<file path="config.mk">
export PLATFORM = sky130hd
export DESIGN_NAME = jet_div
export DESIGN_NICKNAME = d
export VERILOG_FILES = /design/src/hw/rtl/jet_pkg.sv /design/src/hw/rtl/jet_div.sv
export SDC_FILE = /design/constraint.sdc
export NUM_CORES = 1
export LEC_CHECK = 0
export BUFFER_PORTS_ARGS = -buffer_cell sky130_fd_sc_hd__buf_2
export CORE_MARGIN = 10
export CORE_UTILIZATION = 40
export CTS_CLUSTER_DIAMETER = 100
export DETAILED_ROUTE_END_ITERATION = 10
export GPL_TIMING_DRIVEN = 0
export PLACE_DENSITY = 0.76
export SYNTH_ARGS = -nofsm -noshare
export SYNTH_HDL_FRONTEND = slang
export SYNTH_SLANG_ARGS = --single-unit
</file>
<file path="constraint.sdc">
create_clock -name clk -period 0.8 [get_ports clk]
set_input_delay 0.08 -clock clk [delete_from_list [all_inputs] [get_ports clk]]
set_output_delay 0.08 -clock clk [all_outputs]
set_load 0.02 [all_outputs]
</file>
<file path="src/hw/rtl/jet_pkg.sv">
// Shared types, constants and helpers for the Julia escape-time engine.
// No dependencies; every other .sv file imports this package.
`default_nettype none

package jet_pkg;

	// field widths
	localparam int PIX_W     = 10;
	localparam int ITER_W    = 9;
	localparam int ITER_MAX  = 511;
	localparam int Q_W       = 32;
	localparam int UQ_W      = 31;
	localparam int PROD_W    = 64;
	localparam int CFG_IDX_W = 3;

	// Q4.28 fraction bits, and the coordinate map: pos * 2^30 / size - 2^29
	localparam int FRAC      = 28;
	localparam int MAP_SHIFT = 30;
	localparam int MAP_HALF  = 536870912;

	// default top-level parameters
	localparam int DEF_IMG_WIDTH  = 1024;
	localparam int DEF_IMG_HEIGHT = 1024;
	localparam int DEF_ITER_CAP   = 256;

	// register reset values
	localparam logic [UQ_W-1:0] ZOOM_RST = 31'd268435456;
	localparam logic [UQ_W-1:0] ESC_RST  = 31'd1073741824;

	// register map
	typedef enum logic [CFG_IDX_W-1:0] {
		REG_C_RE      = 3'd0,
		REG_C_IM      = 3'd1,
		REG_ZOOM      = 3'd2,
		REG_PAN_RE    = 3'd3,
		REG_PAN_IM    = 3'd4,
		REG_ESC_LIMIT = 3'd5
	} jet_reg_t;

	typedef logic signed [Q_W-1:0]    q_word_t;
	typedef logic signed [PROD_W-1:0] prod_t;

	// saturation to signed 32 bits from a wider intermediate
	localparam int SAT_W = 48;
	localparam logic signed [SAT_W-1:0] SAT_HI = 48'sh0000_7FFF_FFFF;
	localparam logic signed [SAT_W-1:0] SAT_LO = 48'shFFFF_8000_0000;

	function automatic q_word_t sat32(input logic signed [SAT_W-1:0] v);
		q_word_t r;
		if (v > SAT_HI) begin
			r = 32'sh7FFF_FFFF;
		end else if (v < SAT_LO) begin
			r = 32'sh8000_0000;
		end else begin
			r = v[Q_W-1:0];
		end
		return r;
	endfunction

endpackage

`default_nettype wire

</file>
<file path="src/hw/rtl/jet_div.sv">
// Position scaling for a fixed divisor: floor((pos << MAP_SHIFT) / DIVISOR).
// Whole part by one constant product, remainder share by reciprocal multiply;
// two register stages; depends on jet_pkg.
`default_nettype none

module jet_div import jet_pkg::*; #(
	parameter int DIVISOR = DEF_IMG_WIDTH,
	parameter int PW      = PIX_W,
	parameter int QW      = PIX_W + MAP_SHIFT
) (
	input  logic          clk,
	input  logic          load,
	input  logic          step,
	input  logic [PW-1:0] pos,
	output logic [QW-1:0] quo
);

	// 2^MAP_SHIFT = WHOLE * DIVISOR + REM_PART
	localparam int     DB       = $clog2(DIVISOR);
	localparam longint WHOLE    = (longint'(1) << MAP_SHIFT) / DIVISOR;
	localparam longint REM_PART = (longint'(1) << MAP_SHIFT) % DIVISOR;

	// pos * REM_PART < 2^(PW+DB), so a shift of PW + 2*DB gives an exact floor
	localparam int     XW        = PW + DB;
	localparam int     RW        = PW + DB + 1;
	localparam int     PRW       = XW + RW;
	localparam int     RCP_SHIFT = PW + 2 * DB;
	localparam longint RCP       = ((longint'(1) << RCP_SHIFT) + DIVISOR - 1) / DIVISOR;

	logic [QW-1:0]  whole_q;
	logic [XW-1:0]  part_q;
	logic [QW-1:0]  quo_q;
	logic [PRW-1:0] part_prod;

	// remainder share: floor(part / DIVISOR)
	assign part_prod = {{RW{1'b0}}, part_q} * {{XW{1'b0}}, RW'(RCP)};

	// load splits the position, step combines the two shares
	always_ff @(posedge clk) begin
		if (load) begin
			whole_q <= QW'(pos) * QW'(WHOLE);
			part_q  <= XW'(pos) * XW'(REM_PART);
		end
		if (step) begin
			quo_q <= whole_q + QW'(part_prod[PRW-1:RCP_SHIFT]);
		end
	end

	assign quo = quo_q;

endmodule

`default_nettype wire

</file>
==> flow_metrics.tcl, run 1 <==
set metrics [dict create \
    cts_tree "done" \
    syn_avg_cell_area_um2 16.3 \
    rsz0062_at_grt "true" \
    io_pins 53 \
    top_usage_layer "met2" \
    grt_pass1_wl_um 2300 \
    arrival_ns 0.82 \
    syn-instance-count 51 \
    routedWlPerCell_um 11.1 \
    fmax_mhz 1110 \
    power_density_nw_per_um2 1700 \
    instances_no_fill 142 \
    min_period_ns 0.900 \
    path_cells "buf_6" \
    critPathMaxFanout 1 \
    max_stage_delay_ns 0.40 \
    status "complete, but fails checks" \
    crit_required_ns 0.72 \
    vias_per_cell 3.29 \
    peakVddDrop_v 0.000874 \
    path_clk_slew_ns 0.09 \
    crit_buf_inv 1 \
    tns_ns -0.851 \
    power.leakage_nw 0.612 \
    drv_cap 0 \
    grtUsageMet3 0.0508 \
    grt_start_max_net_pins 11 \
    core_um2 1960 \
    synth_cell_types 3 \
    violations "setup timing" \
    hold_ws_ns 0.155 \
    vias 467 \
    final_util 0.633 \
    hp-class "in -> reg" \
    syn_area_um2 830 \
    multi_input_area_um2 113 \
    htree_num_levels 1 \
    fin_skew_ns 0.000890 \
    cts_buffers 3 \
    dp.final_hpwl_um 1240 \
    io_buffers 22 \
    drcViolationCount 0 \
    criticalPathCategory "reg -> out" \
    post-place-cells 129 \
    met1_usage 0.0490 \
    grt_pass1_vias 491 \
    ant_nets 0 \
    dieArea_um2 4300 \
    hold_viol_final 0 \
    setup-violations-final 10 \
    seqCellArea_um2 601 \
    synth-seq-cells 20 \
    clk_latency_ns 0.28 \
    cts.sink_count 20 \
    drtIter0Drc 9 \
    die_w_um 65.5 \
    start_util 0.423 \
    nFillCells 154 \
    grt_use_total 0.0719 \
    min_period_over_period 1.13 \
    diodes 0 \
    ys_seq_area_frac 0.724 \
    drive_gt1_frac 0.478 \
    placementRows 16 \
    startpoint_type "flop" \
    clock-root-buffer "clkbuf_4" \
    antenna_found_initial 0 \
    nets 130 \
    crit_family "flip-flops" \
    drt-total-wl_um 1570 \
    layout_setup_ws_ns -0.100 \
    ctsLongestPathBuffers 2 \
    fp.dieH_um 65.5 \
    cts_setup_buffers 0 \
    grt.met2_usage 0.133 \
    gp_congestion 0.631 \
    overflow 0 \
    end_kind "primary output" \
    area_growth_pct 49.8 \
    place_ws_ns 0.171 \
    drv_slew 0 \
    slowest_stage "edfxtp_1" \
    dr.pass1.iters 3 \
    yosys_warnings 0 \
]
==> power by group <==
part / switching, mW / internal [mW]
registers: 0.0191 / 1.24
logic: 0.238 / 0.194
clock network: 0.243 / 0.174
total: 0.500 / 1.61
==> cell usage after synthesis <==
master     n  area [µm²]
buf_4     30         225
edfxtp_1  20         601
conb_1     1        3.75
==> flip-flops by register name (all words and copies together), names as in the netlist <==
name	cells
quo	10
whole_q	10
==> kinds of logic after synthesis <==
logic type   synth area share
buf+inv                 0.271
flops                   0.724
other cells           0.00452
==> placed cells by master, fill, tap and decap left out, drive strengths merged <==
cell / count
buf: 52
conb: 30
edfxtp: 20
dlygate4sd3: 10
clkbuf: 3
==> per-layer routing <==
metal,wire length [µm],vias up
met5,0,-
met4,21,0
met3,199,2
met2,929,27
met1,423,194
li1,-,244
==> path summary, 6_finish.rpt <==
check	start	end	slack [ns]	cells after the start
worst min register to register	whole_q[29]	quo[29]	0.43	0
worst max-delay path	quo[24]	quo[24]	-0.10	1
worst max register to register	whole_q[24]	quo[24]	0.17	0
worst min-delay path	step	quo[22]	0.16	1
==> area by class of cell <==
cell class,instances,share of cell area
Multi-Input combinational cell,30,0.0906
Buffer,30,0.181
Tap cell,27,0.0272
Clock buffer,3,0.0181
Sequential cell,20,0.483
Timing Repair Buffer,32,0.199
==> stage by stage <==
step | total power, mW | area, µm²
after floorplan | 1.56 | 938
after global placement | 1.63 | 1080
after global routing | 2.22 | 1240
after CTS | 2.10 | 1200
after detailed placement | 1.64 | 1080
final | 2.11 | 1240
==> what timing repair did <==
item	4_1_cts	5_1_grt
hold buffers	10	0
resized for setup	0	12
endpoints found under the hold margin	10	0
setup endpoints to repair	10	10
(Power assumes the default switching activity.)
==> run 2: changes to the inputs <==
--- a/config.mk
+++ b/config.mk
@@ -6,6 +6,8 @@
 export NUM_CORES = 1
 export LEC_CHECK = 0
 export BUFFER_PORTS_ARGS = -buffer_cell sky130_fd_sc_hd__buf_2
+export CAP_MARGIN = 25
+export CORE_ASPECT_RATIO = 0.9
 export CORE_MARGIN = 10
 export CORE_UTILIZATION = 40
 export CTS_CLUSTER_DIAMETER = 100
==> flow_metrics.tcl, run 2 (same netlist as run 1, synthesis figures left out) <==
set metrics [dict create \
    clock-root-buffer "clkbuf_4" \
    startpoint_type "flop" \
    status "complete, but fails checks" \
    ant_nets 0 \
    path_clk_slew_ns 0.09 \
    placed_cell_area_um2 1080 \
    die_w_um 68.0 \
    hold_viol_final 0 \
    layout_setup_ws_ns -0.102 \
    crit_required_ns 0.72 \
    setup-violations-final 10 \
    cts.sink_count 20 \
    routedWlPerCell_um 11.1 \
    grt_pass1_vias 494 \
    max_stage_delay_ns 0.38 \
    arrival_ns 0.82 \
    drcViolationCount 0 \
    placementRows 15 \
    start_util 0.425 \
    core_um2 1950 \
    power_density_nw_per_um2 1700 \
    nets 130 \
    grt_pass1_wl_um 2320 \
    hp-class "in -> reg" \
    antenna_found_initial 0 \
    drv_cap 0 \
    fin_skew_ns 0.000184 \
    dieArea_um2 4300 \
    io_buffers 22 \
    dr.pass1.iters 3 \
    grt_start_max_net_pins 11 \
    final_cell_mix "30 x buf_4, 30 x conb_1, 20 x edfxtp_1, 16 x buf_2, 10 x dlygate4sd3_1" \
    vias_per_cell 3.29 \
    criticalPathCategory "reg -> out" \
    overflow 0 \
    instances_no_fill 140 \
    stdcell_area_um2 1240 \
    drive_gt1_frac 0.478 \
    finalPower_mw 2.11 \
    rsz0062_at_grt "true" \
    critPathMaxFanout 1 \
    diodes 0 \
    min_period_over_period 1.13 \
    htree_num_levels 1 \
    slowest_stage "edfxtp_1" \
    tns_ns -0.870 \
    cts_buffers 3 \
    path_cells "buf_2" \
    post-place-cells 127 \
    end_kind "primary output" \
    violations "setup timing" \
    cts_tree "done" \
    drv_slew 0 \
    ctsLongestPathBuffers 2 \
    drt-total-wl_um 1550 \
    crit_family "flip-flops" \
    grt_use_total 0.0698 \
    fp.dieH_um 63.2 \
    peakVddDrop_v 0.00116 \
    hold_ws_ns 0.158 \
    drtIter0Drc 2 \
    clk_latency_ns 0.28 \
    min_period_ns 0.902 \
    area_growth_pct 49.5 \
    fmax_mhz 1110 \
    gp_congestion 0.633 \
    vias 461 \
    power.leakage_nw 0.612 \
    crit_buf_inv 1 \
    io_pins 53 \
]
-- run 2: cell counts in the layout (fill, tap and decap cells not counted) --
Identical to the previous run, type by type.
-- run 2: timing repair --
item	in CTS	in global routing
endpoints found under the setup margin	10	10
setup buffers	0	0
hold buffers	10	0
hold endpoints to repair	10	0
resized for setup	4	8
gates cloned	0	0
-- run 2: where the power goes --
group	internal, mW	switching [mW]
Clock	0.174	0.241
Combinational	0.194	0.238
Sequential	1.24	0.0206
-- run 2: cell type report --
class / instances / area (µm²)
Sequential cell: 20 / 601
Timing Repair Buffer: 32 / 248
Buffer: 30 / 225
Tap cell: 25 / 31.3
Fill cell: 159 / 712
Multi-Input combinational cell: 30 / 113
Clock buffer: 3 / 22.5
-- run 2: layer usage --
| layer | vias up | global-route usage | routed length (µm) |
|---|---|---|---|
| met1 | 185 | 0.0495 | 406 |
| met4 | 0 | 0.0302 | 4 |
| met2 | 34 | 0.138 | 813 |
| met3 | 2 | 0.0371 | 327 |
| li1 | 240 | - | - |
| met5 | - | 0 | 0 |
-- run 2: worst paths after layout --
path | end | slack [ns] | cells after the start | from
setup / recovery | quo[28] | -0.10 | 1 | quo[28]
hold reg to reg | quo[29] | 0.43 | 0 | whole_q[29]
hold / removal | quo[25] | 0.16 | 1 | step
setup reg to reg | quo[26] | 0.17 | 0 | whole_q[26]
-- run 2: metrics by stage --
step                       util  setup slack (ns)
after floorplan               -             0.211
after global placement    0.553             0.199
after detailed placement  0.553             0.184
after CTS                 0.622            -0.130
after global routing      0.635            -0.165
final                     0.635            -0.102
